--- config.mk ---
export PLATFORM = sky130hd
export DESIGN_NAME = counting_semaphore_with_timeouts_unit
export DESIGN_NICKNAME = d
export VERILOG_FILES = /design/src/hdl/csem_pkg.sv /design/src/hdl/csem_cell.sv /design/src/hdl/counting_semaphore_with_timeouts_unit.sv
export VERILOG_INCLUDE_DIRS = /design/src /design/src/hdl
export SDC_FILE = /design/constraint.sdc
export NUM_CORES = 2
export LEC_CHECK = 0
export BUFFER_PORTS_ARGS = -buffer_cell sky130_fd_sc_hd__buf_2
export CAP_MARGIN = 20
export CORE_MARGIN = 3
export CORE_UTILIZATION = 30
export DETAILED_ROUTE_END_ITERATION = 7
export MAX_ROUTING_LAYER = met4
export PLACE_DENSITY_LB_ADDON = 0.2
export SKIP_CTS_REPAIR_TIMING = 1
export SLEW_MARGIN = 10
export SYNTH_ARGS = -nofsm -noshare
export SYNTH_HDL_FRONTEND = slang
export SYNTH_SLANG_ARGS = --single-unit
export TNS_END_PERCENT = 10
--- constraint.sdc ---
create_clock -name i_clk -period 18.05 [get_ports i_clk]
set_clock_uncertainty 0.05 [all_clocks]
set_input_delay 3.61 -clock i_clk [delete_from_list [all_inputs] [get_ports i_clk]]
set_output_delay 3.61 -clock i_clk [all_outputs]
set_load 0.02 [all_outputs]
--- src/hdl/assert_macros.svh ---
// Assertion macros used by the semaphore RTL.
`ifndef ASSERT_MACROS_SVH
`define ASSERT_MACROS_SVH

// Same-cycle implication, checked on every rising clock edge outside reset.
`define CSEM_ASSERT(label, ante, cons, msg) \
    label: assert property (@(posedge i_clk) disable iff (!i_rst_n) (ante) |-> (cons)) \
        else $error(msg);

// Next-cycle implication, checked on every rising clock edge outside reset.
`define CSEM_ASSERT_NEXT(label, ante, cons, msg) \
    label: assert property (@(posedge i_clk) disable iff (!i_rst_n) (ante) |=> (cons)) \
        else $error(msg);

`endif

--- src/hdl/csem_pkg.sv ---
// Types and constants of the counting semaphore.
`timescale 1ns / 1ps
`default_nettype none

package csem_pkg;

    localparam logic [1:0] MODE_WAIT   = 2'd0;
    localparam logic [1:0] MODE_SIGNAL = 2'd1;
    localparam logic [1:0] MODE_TICK   = 2'd2;
    localparam logic [1:0] MODE_NONE   = 2'd3;

    localparam logic [3:0] OUT_GRANTED   = 4'd0;
    localparam logic [3:0] OUT_REFUSED   = 4'd1;
    localparam logic [3:0] OUT_QUEUED    = 4'd2;
    localparam logic [3:0] OUT_FULL      = 4'd3;
    localparam logic [3:0] OUT_UNIT_ADD  = 4'd4;
    localparam logic [3:0] OUT_WAKE      = 4'd5;
    localparam logic [3:0] OUT_TIMEOUT   = 4'd6;
    localparam logic [3:0] OUT_SUMMARY   = 4'd7;
    localparam logic [3:0] OUT_OVERFLOW  = 4'd8;

    localparam logic [31:0] NO_DEADLINE = 32'hFFFF_FFFF;
    localparam logic [15:0] UNIT_MAX    = 16'hFFFF;
    localparam logic [15:0] UNIT_RESET  = 16'd1;

    typedef struct packed {
        logic [1:0]  mode;
        logic [7:0]  task_id;
        logic [31:0] timeout;
        logic [31:0] now_ticks;
    } t_in;

    typedef struct packed {
        logic [3:0]  outcome;
        logic [7:0]  result_task;
        logic [15:0] units_left;
        logic [31:0] next_deadline;
        logic        any_waiting;
        logic        last;
    } t_out;

    typedef enum logic [1:0] {
        ST_IDLE,
        ST_TICK,
        ST_SUMMARY
    } t_state;

    typedef enum logic [1:0] {
        CELL_HOLD,
        CELL_PUSH,
        CELL_SHIFT,
        CELL_ROTATE
    } t_cell_op;

    typedef struct packed {
        t_cell_op    op;
        logic [31:0] ins_deadline;
    } t_cell_ctrl;

endpackage

`default_nettype wire

--- src/hdl/csem_cell.sv ---
// One waiter slot of the queue chain.
`timescale 1ns / 1ps
`default_nettype none

module csem_cell #(
    parameter int TASK_BITS = 8
) (
    input  wire logic                     i_clk,
    input  wire logic                     i_rst_n,
    input  wire csem_pkg::t_cell_ctrl     i_ctrl,
    input  wire logic [TASK_BITS-1:0]     i_ins_task,
    input  wire logic                     i_left_valid,
    input  wire logic                     i_right_valid,
    input  wire logic [TASK_BITS-1:0]     i_right_task,
    input  wire logic [31:0]              i_right_deadline,
    input  wire logic [31:0]              i_now,
    output logic                          o_valid,
    output logic [TASK_BITS-1:0]          o_task,
    output logic [31:0]                   o_deadline,
    output logic                          o_expired
);
    import csem_pkg::*;

    logic                 r_valid, n_valid;
    logic [TASK_BITS-1:0] r_task, n_task;
    logic [31:0]          r_deadline, n_deadline;

    // A push lands in the first free slot; a rotate moves the head to the
    // first slot that is free after the shift.
    always_comb begin
        n_valid    = r_valid;
        n_task     = r_task;
        n_deadline = r_deadline;
        unique case (i_ctrl.op)
            CELL_HOLD: begin
            end
            CELL_PUSH: begin
                if (!r_valid && i_left_valid) begin
                    n_valid    = 1'b1;
                    n_task     = i_ins_task;
                    n_deadline = i_ctrl.ins_deadline;
                end
            end
            CELL_SHIFT: begin
                n_valid    = i_right_valid;
                n_task     = i_right_task;
                n_deadline = i_right_deadline;
            end
            CELL_ROTATE: begin
                n_valid    = i_right_valid;
                n_task     = i_right_task;
                n_deadline = i_right_deadline;
                if (!i_right_valid && r_valid) begin
                    n_valid    = 1'b1;
                    n_task     = i_ins_task;
                    n_deadline = i_ctrl.ins_deadline;
                end
            end
        endcase
    end

    always_ff @(posedge i_clk) begin
        if (!i_rst_n) begin
            r_valid <= 1'b0;
        end else begin
            r_valid <= n_valid;
        end
    end

    always_ff @(posedge i_clk) begin
        r_task     <= n_task;
        r_deadline <= n_deadline;
    end

    assign o_valid    = r_valid;
    assign o_task     = r_task;
    assign o_deadline = r_deadline;
    assign o_expired  = r_valid && (r_deadline <= i_now);

endmodule

`default_nettype wire

--- src/hdl/counting_semaphore_with_timeouts_unit.sv ---
// Top level of the counting semaphore with a queue of timed waiters.
`timescale 1ns / 1ps
`default_nettype none

`include "assert_macros.svh"

// Counting semaphore with a first-in first-out queue of up to QUEUE_DEPTH
// waiting tasks, each with a deadline. Wait and signal transactions are
// answered with one result each, so one of them can be accepted in every
// cycle while the result register is drained. A tick transaction steps
// through the waiters present when it is accepted, as the queue is a
// chain of cells that rotates by one slot per cycle, the head cell being
// either released (one timed-out result) or moved to the tail, and the
// summary result follows last. Results pass through a single output
// register, and a stalled output holds the chain. Writing the
// configuration register loads the unit count at once and leaves the
// queue alone; it is meant to be done while the block is idle.
module counting_semaphore_with_timeouts_unit #(
    parameter int QUEUE_DEPTH = 16,
    parameter int TASK_BITS   = 8
) (
    input  wire logic            i_clk,
    input  wire logic            i_rst_n,
    input  wire logic            i_in_valid,
    output logic                 o_in_ready,
    input  wire csem_pkg::t_in   i_in,
    output logic                 o_out_valid,
    input  wire logic            i_out_ready,
    output csem_pkg::t_out       o_out,
    input  wire logic            i_cfg_valid,
    output logic                 o_cfg_ready,
    input  wire logic [15:0]     i_cfg_data
);
    import csem_pkg::*;

    localparam int CNT_W = $clog2(QUEUE_DEPTH + 1);
    localparam logic [CNT_W-1:0] CNT_FULL = CNT_W'(QUEUE_DEPTH);
    localparam logic [CNT_W-1:0] CNT_ONE  = CNT_W'(1);

    // Control and datapath registers.
    t_state           r_state, n_state;
    logic [15:0]      r_units, n_units;
    logic [CNT_W-1:0] r_count, n_count;
    logic [CNT_W-1:0] r_left, n_left;
    logic [31:0]      r_now, n_now;
    logic [31:0]      r_earliest, n_earliest;
    logic             r_keep_any, n_keep_any;
    logic             r_out_valid;
    t_out             r_out;

    // Combinational decisions of the current cycle.
    logic             w_out_free;
    logic             w_in_fire;
    logic             w_emit;
    t_out             w_out;
    t_cell_ctrl       w_ctrl;
    logic [TASK_BITS-1:0] w_ins_task;
    logic [31:0]      w_cell_now;

    // Chain wiring; the slot past the last cell reads as empty.
    logic [QUEUE_DEPTH:0]   w_valid;
    logic [TASK_BITS-1:0]   w_task [QUEUE_DEPTH+1];
    logic [31:0]            w_deadline [QUEUE_DEPTH+1];
    logic [QUEUE_DEPTH-1:0] w_expired;

    // Task identifiers keep their low TASK_BITS bits, and come back out as
    // the low eight bits of the stored value.
    logic [TASK_BITS+7:0] w_in_task_ext;
    logic [TASK_BITS-1:0] w_in_task;
    logic [TASK_BITS+7:0] w_head_task_ext;
    logic [7:0]           w_in_task8;
    logic [7:0]           w_head_task8;

    logic [32:0] w_sum;
    logic [31:0] w_new_deadline;

    assign w_in_task_ext   = {{TASK_BITS{1'b0}}, i_in.task_id};
    assign w_in_task       = w_in_task_ext[TASK_BITS-1:0];
    assign w_in_task8      = w_in_task_ext[7:0] & 8'(w_in_task_ext[TASK_BITS-1:0]);
    assign w_head_task_ext = {8'b0, w_task[0]};
    assign w_head_task8    = w_head_task_ext[7:0];

    // Deadline of a new waiter, saturating on overflow.
    assign w_sum          = {1'b0, i_in.now_ticks} + {1'b0, i_in.timeout};
    assign w_new_deadline = w_sum[32] ? NO_DEADLINE : w_sum[31:0];

    assign w_out_free  = !r_out_valid || i_out_ready;
    assign o_in_ready  = (r_state == ST_IDLE) && w_out_free;
    assign w_in_fire   = i_in_valid && o_in_ready;
    assign o_cfg_ready = 1'b1;

    // While idle the cells compare against the incoming tick time, so that
    // the expiry of every waiter is known in the cycle the tick arrives.
    assign w_cell_now = (r_state == ST_IDLE) ? i_in.now_ticks : r_now;

    assign w_valid[QUEUE_DEPTH]    = 1'b0;
    assign w_task[QUEUE_DEPTH]     = '0;
    assign w_deadline[QUEUE_DEPTH] = '0;

    for (genvar i = 0; i < QUEUE_DEPTH; i++) begin : g_cell
        logic w_left_valid;
        if (i == 0) begin : g_head
            assign w_left_valid = 1'b1;
        end else begin : g_body
            assign w_left_valid = w_valid[i-1];
        end

        csem_cell #(
            .TASK_BITS(TASK_BITS)
        ) u_cell (
            .i_clk           (i_clk),
            .i_rst_n         (i_rst_n),
            .i_ctrl          (w_ctrl),
            .i_ins_task      (w_ins_task),
            .i_left_valid    (w_left_valid),
            .i_right_valid   (w_valid[i+1]),
            .i_right_task    (w_task[i+1]),
            .i_right_deadline(w_deadline[i+1]),
            .i_now           (w_cell_now),
            .o_valid         (w_valid[i]),
            .o_task          (w_task[i]),
            .o_deadline      (w_deadline[i]),
            .o_expired       (w_expired[i])
        );
    end

    // Next state.
    always_comb begin
        n_state = r_state;
        unique case (r_state)
            ST_IDLE: begin
                if (w_in_fire && (i_in.mode == MODE_TICK)) begin
                    n_state = (r_count == '0) ? ST_SUMMARY : ST_TICK;
                end
            end
            ST_TICK: begin
                if (w_out_free && (r_left == CNT_ONE)) begin
                    n_state = ST_SUMMARY;
                end
            end
            ST_SUMMARY: begin
                if (w_out_free) begin
                    n_state = ST_IDLE;
                end
            end
            default: begin
                n_state = ST_IDLE;
            end
        endcase
    end

    // Results, chain commands and register updates.
    always_comb begin
        w_emit              = 1'b0;
        w_out               = '0;
        w_out.units_left    = r_units;
        w_ctrl.op           = CELL_HOLD;
        w_ctrl.ins_deadline = w_new_deadline;
        w_ins_task          = w_in_task;
        n_units             = r_units;
        n_count             = r_count;
        n_left              = r_left;
        n_now               = r_now;
        n_earliest          = r_earliest;
        n_keep_any          = r_keep_any;

        unique case (r_state)
            ST_IDLE: begin
                if (w_in_fire) begin
                    unique case (i_in.mode)
                        MODE_WAIT: begin
                            w_emit              = 1'b1;
                            w_out.result_task   = w_in_task8;
                            w_out.last          = 1'b1;
                            w_out.any_waiting   = (r_count != '0);
                            if (r_units != '0) begin
                                n_units          = r_units - 16'd1;
                                w_out.units_left = r_units - 16'd1;
                                w_out.outcome    = OUT_GRANTED;
                            end else if (i_in.timeout == '0) begin
                                w_out.outcome = OUT_REFUSED;
                            end else if (r_count == CNT_FULL) begin
                                w_out.outcome = OUT_FULL;
                            end else begin
                                w_ctrl.op           = CELL_PUSH;
                                n_count             = r_count + CNT_ONE;
                                w_out.outcome       = OUT_QUEUED;
                                w_out.next_deadline = w_new_deadline;
                                w_out.any_waiting   = 1'b1;
                            end
                        end
                        MODE_SIGNAL: begin
                            w_emit     = 1'b1;
                            w_out.last = 1'b1;
                            if (r_count == '0) begin
                                if (r_units == UNIT_MAX) begin
                                    w_out.outcome = OUT_OVERFLOW;
                                end else begin
                                    n_units          = r_units + 16'd1;
                                    w_out.units_left = r_units + 16'd1;
                                    w_out.outcome    = OUT_UNIT_ADD;
                                end
                            end else begin
                                w_ctrl.op         = CELL_SHIFT;
                                n_count           = r_count - CNT_ONE;
                                w_out.outcome     = OUT_WAKE;
                                w_out.result_task = w_head_task8;
                                w_out.any_waiting = (r_count != CNT_ONE);
                            end
                        end
                        MODE_TICK: begin
                            n_now      = i_in.now_ticks;
                            n_left     = r_count;
                            n_earliest = NO_DEADLINE;
                            n_keep_any = |(w_valid[QUEUE_DEPTH-1:0] & ~w_expired);
                        end
                        MODE_NONE: begin
                        end
                    endcase
                end
            end
            ST_TICK: begin
                // The head is examined once per cycle while the output is free; the chain
                // rotates so that survivors come back around in their original order.
                if (w_out_free) begin
                    n_left              = r_left - CNT_ONE;
                    w_ins_task          = w_task[0];
                    w_ctrl.ins_deadline = w_deadline[0];
                    if (w_expired[0]) begin
                        w_ctrl.op           = CELL_SHIFT;
                        n_count             = r_count - CNT_ONE;
                        w_emit              = 1'b1;
                        w_out.outcome       = OUT_TIMEOUT;
                        w_out.result_task   = w_head_task8;
                        w_out.next_deadline = w_deadline[0];
                        w_out.any_waiting   = r_keep_any;
                    end else begin
                        w_ctrl.op = CELL_ROTATE;
                        if (w_deadline[0] < r_earliest) begin
                            n_earliest = w_deadline[0];
                        end
                    end
                end
            end
            ST_SUMMARY: begin
                if (w_out_free) begin
                    w_emit              = 1'b1;
                    w_out.outcome       = OUT_SUMMARY;
                    w_out.next_deadline = r_earliest;
                    w_out.any_waiting   = (r_count != '0);
                    w_out.last          = 1'b1;
                end
            end
            default: begin
            end
        endcase

        // A configuration write reloads the unit count.
        if (i_cfg_valid && o_cfg_ready) begin
            n_units = i_cfg_data;
        end
    end

    always_ff @(posedge i_clk) begin
        if (!i_rst_n) begin
            r_state     <= ST_IDLE;
            r_units     <= UNIT_RESET;
            r_count     <= '0;
            r_left      <= '0;
            r_keep_any  <= 1'b0;
            r_out_valid <= 1'b0;
        end else begin
            r_state    <= n_state;
            r_units    <= n_units;
            r_count    <= n_count;
            r_left     <= n_left;
            r_keep_any <= n_keep_any;
            if (w_emit) begin
                r_out_valid <= 1'b1;
            end else if (i_out_ready) begin
                r_out_valid <= 1'b0;
            end
        end
    end

    always_ff @(posedge i_clk) begin
        r_now      <= n_now;
        r_earliest <= n_earliest;
        if (w_emit) begin
            r_out <= w_out;
        end
    end

    assign o_out_valid = r_out_valid;
    assign o_out       = r_out;

    // The waiter count always matches the occupied cells of the chain.
    `CSEM_ASSERT(a_count_matches_cells, 1'b1,
        $countones(w_valid[QUEUE_DEPTH-1:0]) == int'(r_count),
        "waiter count disagrees with the occupied cells")

    // The count never passes the queue depth.
    `CSEM_ASSERT(a_count_bounded, 1'b1, r_count <= CNT_FULL,
        "waiter count exceeds the queue depth")

    // A result that is not the last of its transaction comes from a tick in
    // progress, which must still be running.
    `CSEM_ASSERT(a_partial_in_tick, r_out_valid && !r_out.last,
        r_state == ST_TICK || r_state == ST_SUMMARY,
        "partial result outside a tick")

    // A tick never changes the unit count unless configuration is written.
    `CSEM_ASSERT_NEXT(a_tick_keeps_units, r_state != ST_IDLE && !i_cfg_valid,
        $stable(r_units), "unit count changed during a tick")

endmodule

`default_nettype wire

* Word-level counts from Yosys, hierarchy flattened
Index checks and enable logic that the tools add are counted.
Storage, ports and cells: output and inout bits 65, logic and storage cells 363, register bits after elaboration 812
Cells by class: reductions and logical operators 73, add/subtract/negate cells 6, order comparisons 17, mux-type cells 176, bitwise operators 3, equal/unequal tests 26
Operators with widths (count):
- one-hot mux 32 bit (3 select lines) | 16
- two-way mux 32 bit | 26
- less-or-equal comparator 32 bit | 16
- one-hot mux 8 bit (3 select lines) | 16
- two-way mux 33 bit | 5
- two-way mux 8 bit | 20
- two-way mux 16 bit | 7
- one-hot mux 33 bit (3 select lines) | 1
- two-way mux 34 bit | 2
- one-hot mux 32 bit (2 select lines) | 1
- two-way mux 62 bit | 1
- one-hot mux 28 bit (2 select lines) | 1
- one-hot mux 1 bit (3 select lines) | 17
- two-way mux 5 bit | 10
- logical AND 1 bit | 35
- adder 32 x 32 -> 33 bit | 1
- logical NOT 32 bit | 1
- less-than comparator 32 bit | 1
- one-hot mux 16 bit (2 select lines) | 1
- one-hot mux 5 bit (2 select lines) | 3
- two-way mux 1 bit | 29
- two-way mux 11 bit | 2
- adder 16 x 1 -> 16 bit, second input constant | 1
- AND 16 bit | 1
- 38 further kinds | 87

* Logic depth before layout (Yosys ltp)
word-level depth 10, mapped depth 23, depth with buffers taken out 19

* Cells and area by module
From an unflattened synthesis, not the netlist that was laid out.
Second synthesis, totals: cells, all modules 4573, area, all modules 51849.7 um^2
By module, submodules not included:
- csem_cell at g_cell[10].u_cell ... | area each 2568.7 um^2, cells each 213, instances 12
- counting_semaphore_with_timeouts_unit | area each 10715.3 um^2, cells each 1165, instances 1
- csem_cell at g_cell[0].u_cell ... | area each 2577.5 um^2, cells each 213, instances 4

* Worst setup path before layout
No wires, ideal clock.
path type input -> register, start in i_in[14] in the netlist's numbering, end reg g_cell[1].u_cell.r_valid, arrival time 14.943 ns, setup time 0.128 ns, cell stages on the path 15, setup slack 2.928 ns, data required time 17.872 ns, cells stage by stage mux2i_1 -> ha_1 -> nand4_1 -> nor4_1 -> o311ai_0 -> o311a_1 -> a21oi_1 -> nor2_1 -> nor2_1 -> nor2_1 -> ha_1 -> clkbuf_1 -> inv_2 -> nand3_1 -> o221a_2
Between the ends: longest elaborated chain between the ends 8, elaborated cells on any way between the ends 11
RTL lines:
- start: declaration | line counting_semaphore_with_timeouts_unit.sv:26 | input wire csem_pkg::t_in i_in,
- two-way mux 32 bit (*) | line counting_semaphore_with_timeouts_unit.sv:94 | assign w_cell_now = (r_state == ST_IDLE) ? i_in.now_ticks : r_now;
- less-or-equal comparator 32 bit (*) | line csem_cell.sv:78 | assign o_expired = r_valid && (r_deadline <= i_now);
- logical AND 1 bit (*) | line csem_cell.sv:78
- two-way mux 1 bit (*) | line counting_semaphore_with_timeouts_unit.sv:229 | if (w_expired[0]) begin
- two-way mux 34 bit (*) | line counting_semaphore_with_timeouts_unit.sv:225 | if (w_out_free) begin
- one-hot mux 2 bit (2 select lines) (*) | line counting_semaphore_with_timeouts_unit.sv:167 | unique case (r_state)
- == test 2 bit / == test 2 x 1 -> 1 bit (equally long branches) | line csem_cell.sv:34 | unique case (i_ctrl.op)
- one-hot mux 1 bit (3 select lines) / nonzero test 3 bit (equally long branches)
- end signal: assignment | line csem_cell.sv:66 | r_valid <= n_valid;
- end: declaration | line csem_cell.sv:24 | logic r_valid, n_valid;
Every way passes the cells marked *; elsewhere a longest branch is shown, timed or not. A chain may end at the register's enable or synchronous reset.

* Worst setup path after layout
start in i_in[30] in the netlist's numbering, end reg g_cell[8].u_cell.r_deadline[28], enable pin
Between the ends: longest elaborated chain between the ends 8, elaborated cells on any way between the ends 10
RTL lines:
- two-way mux 32 bit (*) | line counting_semaphore_with_timeouts_unit.sv:94
- less-or-equal comparator 32 bit (*) | line csem_cell.sv:78
- logical AND 1 bit (*) | line csem_cell.sv:78
- two-way mux 1 bit (*) | line counting_semaphore_with_timeouts_unit.sv:229
- two-way mux 34 bit (*) | line counting_semaphore_with_timeouts_unit.sv:225
- one-hot mux 2 bit (2 select lines) (*) | line counting_semaphore_with_timeouts_unit.sv:167
- == test 2 bit / == test 2 x 1 -> 1 bit (equally long branches) | line csem_cell.sv:34
- nonzero test 3 bit (no source line) (*)
- end signal: assignment | line csem_cell.sv:72 | r_deadline <= n_deadline;
- end: declaration | line csem_cell.sv:26 | logic [31:0] r_deadline, n_deadline;
Marks and branches as above.

==> results.md <==
* Worst Setup EP: g_cell[8].u_cell.o_deadline[28]$_DFFE_PP_
* R2R Setup Slk at between 9 and 10 ns
* Mapped cell area at between 0.05 and 0.06 mm^2
* Pre-CTS WS at between 7 and 8 ns
* Critical Path AT at approximately 10 ns
* Status: finished clean
* Worst path most repeated cell: buf_4
* Fill cells at between 15,000 and 20,000
* Synthesized Nets at approximately 6,600
* Required time worst endpoint at roughly 18 ns
* Most frequent cell after synthesis: edfxtp_1
* First-pass GRT wire length at between 300,000 and 400,000 um
* Fin. max-slew vios at 0
* Area leader, netlist: edfxtp_1
* Critical Path Sink Type: flop
* Crit-path max cell delay at roughly 0.94 ns
* Routed vias/inst at 5.74
* Sink Count at 812
* Net count, final at about 6,500
* Synth cell types at 96
* DPL Wire Length at approximately 150,000 um
* R2r endpoint: g_cell[8].u_cell.o_deadline[28]$_DFFE_PP_
* Top post-synthesis cells by area: edfxtp_1 (41%), ha_1 (12%), a21oi_1 (4.9%)
* Post-synth top area share at around 41%
* Critical path's top delay family: buffers and inverters
* Global route overflow at 0
* Max-cap violation count at 0
* Wire per inst at ~25 um
* Pleak at 23.8 nW
* Final Core Density at about a third
* Setup violators final at 0
* Gate Count Post-Synth at between 5,000 and 6,000
* Total power at ~0.0051 W
* H-Tree Depth at 3
* Worst R2R Path Depth at 20
* Crit path buffers/inverters at 7
* Ports at 160
* Worst R2R Start: r_state[0]$_SDFFE_PN0P_
* Row count at 158
* Die X at 439 um
* DR iter-0 viols at between 4,000 and 5,000
* Final WL at 210,000 um
* RSZ-0062 raised after global routing: false
* Clock-pin slew on the worst setup and hold paths at roughly 0.06 ns
* Avg Cell Area, Syn at around 9.5 um^2
* Critical path depth at 18
* VDD IR-drop max at between 0.06 and 0.07 mV
* CTS max path bufs at 3
* FFs w/ async S/R, synth at 0%
* Final instance area at 0.0631 mm^2
* Initial core utilization at between 30% and 40%
* Share of cells above drive strength 1 at 10.1%
* Max_slew headroom at around 25%
* Seq/Total Area, Yosys at 42.6%
* CP max-delay cell: buf_4
* CTS tree: yes
* F_max at ~99 MHz
* Residual DRC at 0
* Final worst path period share at 56.2%
* Clock root cell: clkbuf_16
* Pin count of the biggest net entering global routing at roughly 160
* P per Cell Area at just over 80 mW/mm^2
* DP Area at about 0.06 mm^2
* Final hold violations at 0
* Port Buffers at roughly 160
* Worst path cell trace: buf_2 -> mux2i_2 -> buf_4 -> ha_1 -> nand4_1 -> nor3_1 -> nand4_1 -> o311a_1 -> a21oi_1 -> nor2_1 -> nor2_1 -> nor2_1 -> ha_1 -> buf_4 -> inv_8 -> buf_4 -> buf_4 -> buf_4
* Post-synth EDFFs at approximately 770
* Startpoint type of the worst setup path: input pin
* Fin worst setup slack at slightly below 8 ns
* Crit path from: i_in[30]
* CTS buffer count at 99
* Core area at about 0.19 mm^2
* Synth Flop Type: edfxtp_1
* Slew at the pin with the worst max-slew slack at 1.12 ns
* Synthesized flop and latch total at between 800 and 900
* Critical path class: input pin to flop
* Setup TNS Final at 0 ns
* Yosys warns at 0
* Vias at between 40,000 and 50,000
* Hold/Removal Path Class: flop to flop
* CP Max Fanout at between 90 and 100
* Most frequent cells after synthesis: edfxtp_1 (766), nand2_1 (694), nor2_1 (569), ha_1 (554), a21oi_1 (553)
* Antenna violations before repair at 2
* Min Tclk post-route at ~10 ns
* Pre-Repair DR Iteration Count at 6
* Area grow syn2layout at 12.4%
* Worst-skew pair later-pin latency at around 0.75 ns
* Die height at roughly 440 um
* Die area at between 0.15 and 0.2 mm^2
* GRT Resource Usage Total at 21.6%
* Final ANT Viol Nets at 0
* Vias in the first global route at 47,100
* Routability congestion estimate at roughly 0.92
-- flip-flops by register name, indices dropped and copies added (netlist names), 2 cells and up --
name	flops
g_cell.u_cell.o_deadline	512
g_cell.u_cell.o_task	128
g_cell.u_cell.o_valid	16
o_out	62
r_count	5
r_earliest	32
r_left	5
r_now	32
r_state	2
r_units	16
-- power breakdown --
| part | leakage, nW | switching (W) | internal, W |
|---|---|---|---|
| Combinational | 15.0 | 0.000639 | 0.000305 |
| Clock | 1.53 | 0.000895 | 0.00110 |
| Sequential | 7.25 | 0.0000574 | 0.00215 |
| Total | 23.8 | 0.00159 | 0.00355 |
-- cell type report --
| type | instances | area, um^2 | area share (%) |
|---|---|---|---|
| antenna | 1 | 2.50 | 0.00396 |
| sequential | 812 | 23900 | 37.9 |
| tap | 2480 | 3100 | 4.91 |
| timing repair buffer | 313 | 1990 | 3.15 |
| inverter | 95 | 364 | 0.577 |
| multi-input combinational | 4570 | 30600 | 48.5 |
| clock inverter | 42 | 442 | 0.700 |
| clock buffer | 136 | 2700 | 4.27 |
-- worst min-delay path by stage --
| stage | slack (ns) | depth (start not counted) | start | endpoint |
|---|---|---|---|---|
| finish | 0.47 | 2 | r_left[2]$_SDFFE_PN0P_ | r_left[2]$_SDFFE_PN0P_ |
| global placement | 0.46 | 2 | r_left[2]$_SDFFE_PN0P_ | r_left[2]$_SDFFE_PN0P_ |
| CTS | 0.47 | 2 | r_left[2]$_SDFFE_PN0P_ | r_left[2]$_SDFFE_PN0P_ |
| global route | 0.50 | 2 | r_left[1]$_SDFFE_PN0P_ | r_left[1]$_SDFFE_PN0P_ |
| detailed placement | 0.46 | 2 | r_left[2]$_SDFFE_PN0P_ | r_left[2]$_SDFFE_PN0P_ |
| floorplan | 0.43 | 2 | r_left[2]$_SDFFE_PN0P_ | r_left[2]$_SDFFE_PN0P_ |
-- kinds of logic (layout without fill, tap and decap cells) --
logic type / after synthesis / after routing / synth area share [%]
other: 1 / 2 / 0.00668
multiplexers: 48 / 48 / 0.891
adder cells (fa/ha/maj): 571 / 571 / 12.7
buffers and inverters: 536 / 586 / 3.76
AND/OR/NAND/NOR: 1781 / 1781 / 14.1
AO/OA/AOI/OAI: 2096 / 2096 / 24.8
flip-flops: 812 / 812 / 42.6
XOR/XNOR: 73 / 73 / 1.14
-- placed cells by master, fill, tap and decap left out, types with 17 or more instances in the layout --
cell       instances
a21o_1           112
nor4_1            34
a211oi_1          39
a221o_1          122
ha_1             552
o211ai_1          32
nand2b_1          57
or4_1             18
xor2_1            17
dfxtp_1           46
nand2_1          689
a31oi_1           28
and3_1            27
buf_2            160
or3_1             32
o21a_1            22
edfxtp_1         766
xnor2_1           56
clkbuf_1          29
a21oi_1          552
clkbuf_16         99
o21ai_2           24
nor2_1           564
mux2i_2           32
clkinv_2          17
nor2b_1           23
a22oi_1          261
nand3_1           81
buf_4            150
nor3_1            53
o221ai_1         227
and4_1            20
and2_1            18
inv_1             92
o21ai_0          479
nand4_1          102
-- layer usage --
layer	GRT usage, %	vias up	part of all wire (%)
li1	-	22800	-
met1	26.3	24000	42
met2	37.0	1389	49
met3	2.48	337	4.8
met4	7.73	0	3.9
met5	-	-	0
-- per-stage QoR --
stage	cells	hold slack, ns
global route	8448	0.499
floorplan	5918	0.427
CTS	8447	0.470
global placement	8265	0.462
finish	8449	0.468
detailed placement	8269	0.457
-- worst register-to-register path, stage by stage, from the launching register on --
cell and delay, ns:
dfxtp_1 0.30, buf_4 0.20, nor2_4 0.24, buf_4 0.66, mux2i_2 0.37, buf_4 0.37
ha_1 0.22, nand4_1 0.13, nor3_1 0.49, nand4_1 0.32, o311a_1 0.43, a21oi_1 0.48
nor2_1 0.12, nor2_1 0.14, nor2_1 0.12, ha_1 0.28, buf_4 0.22, inv_8 0.56
buf_4 0.81, buf_4 0.91, buf_4 0.94
(Power assumes the default switching activity.)
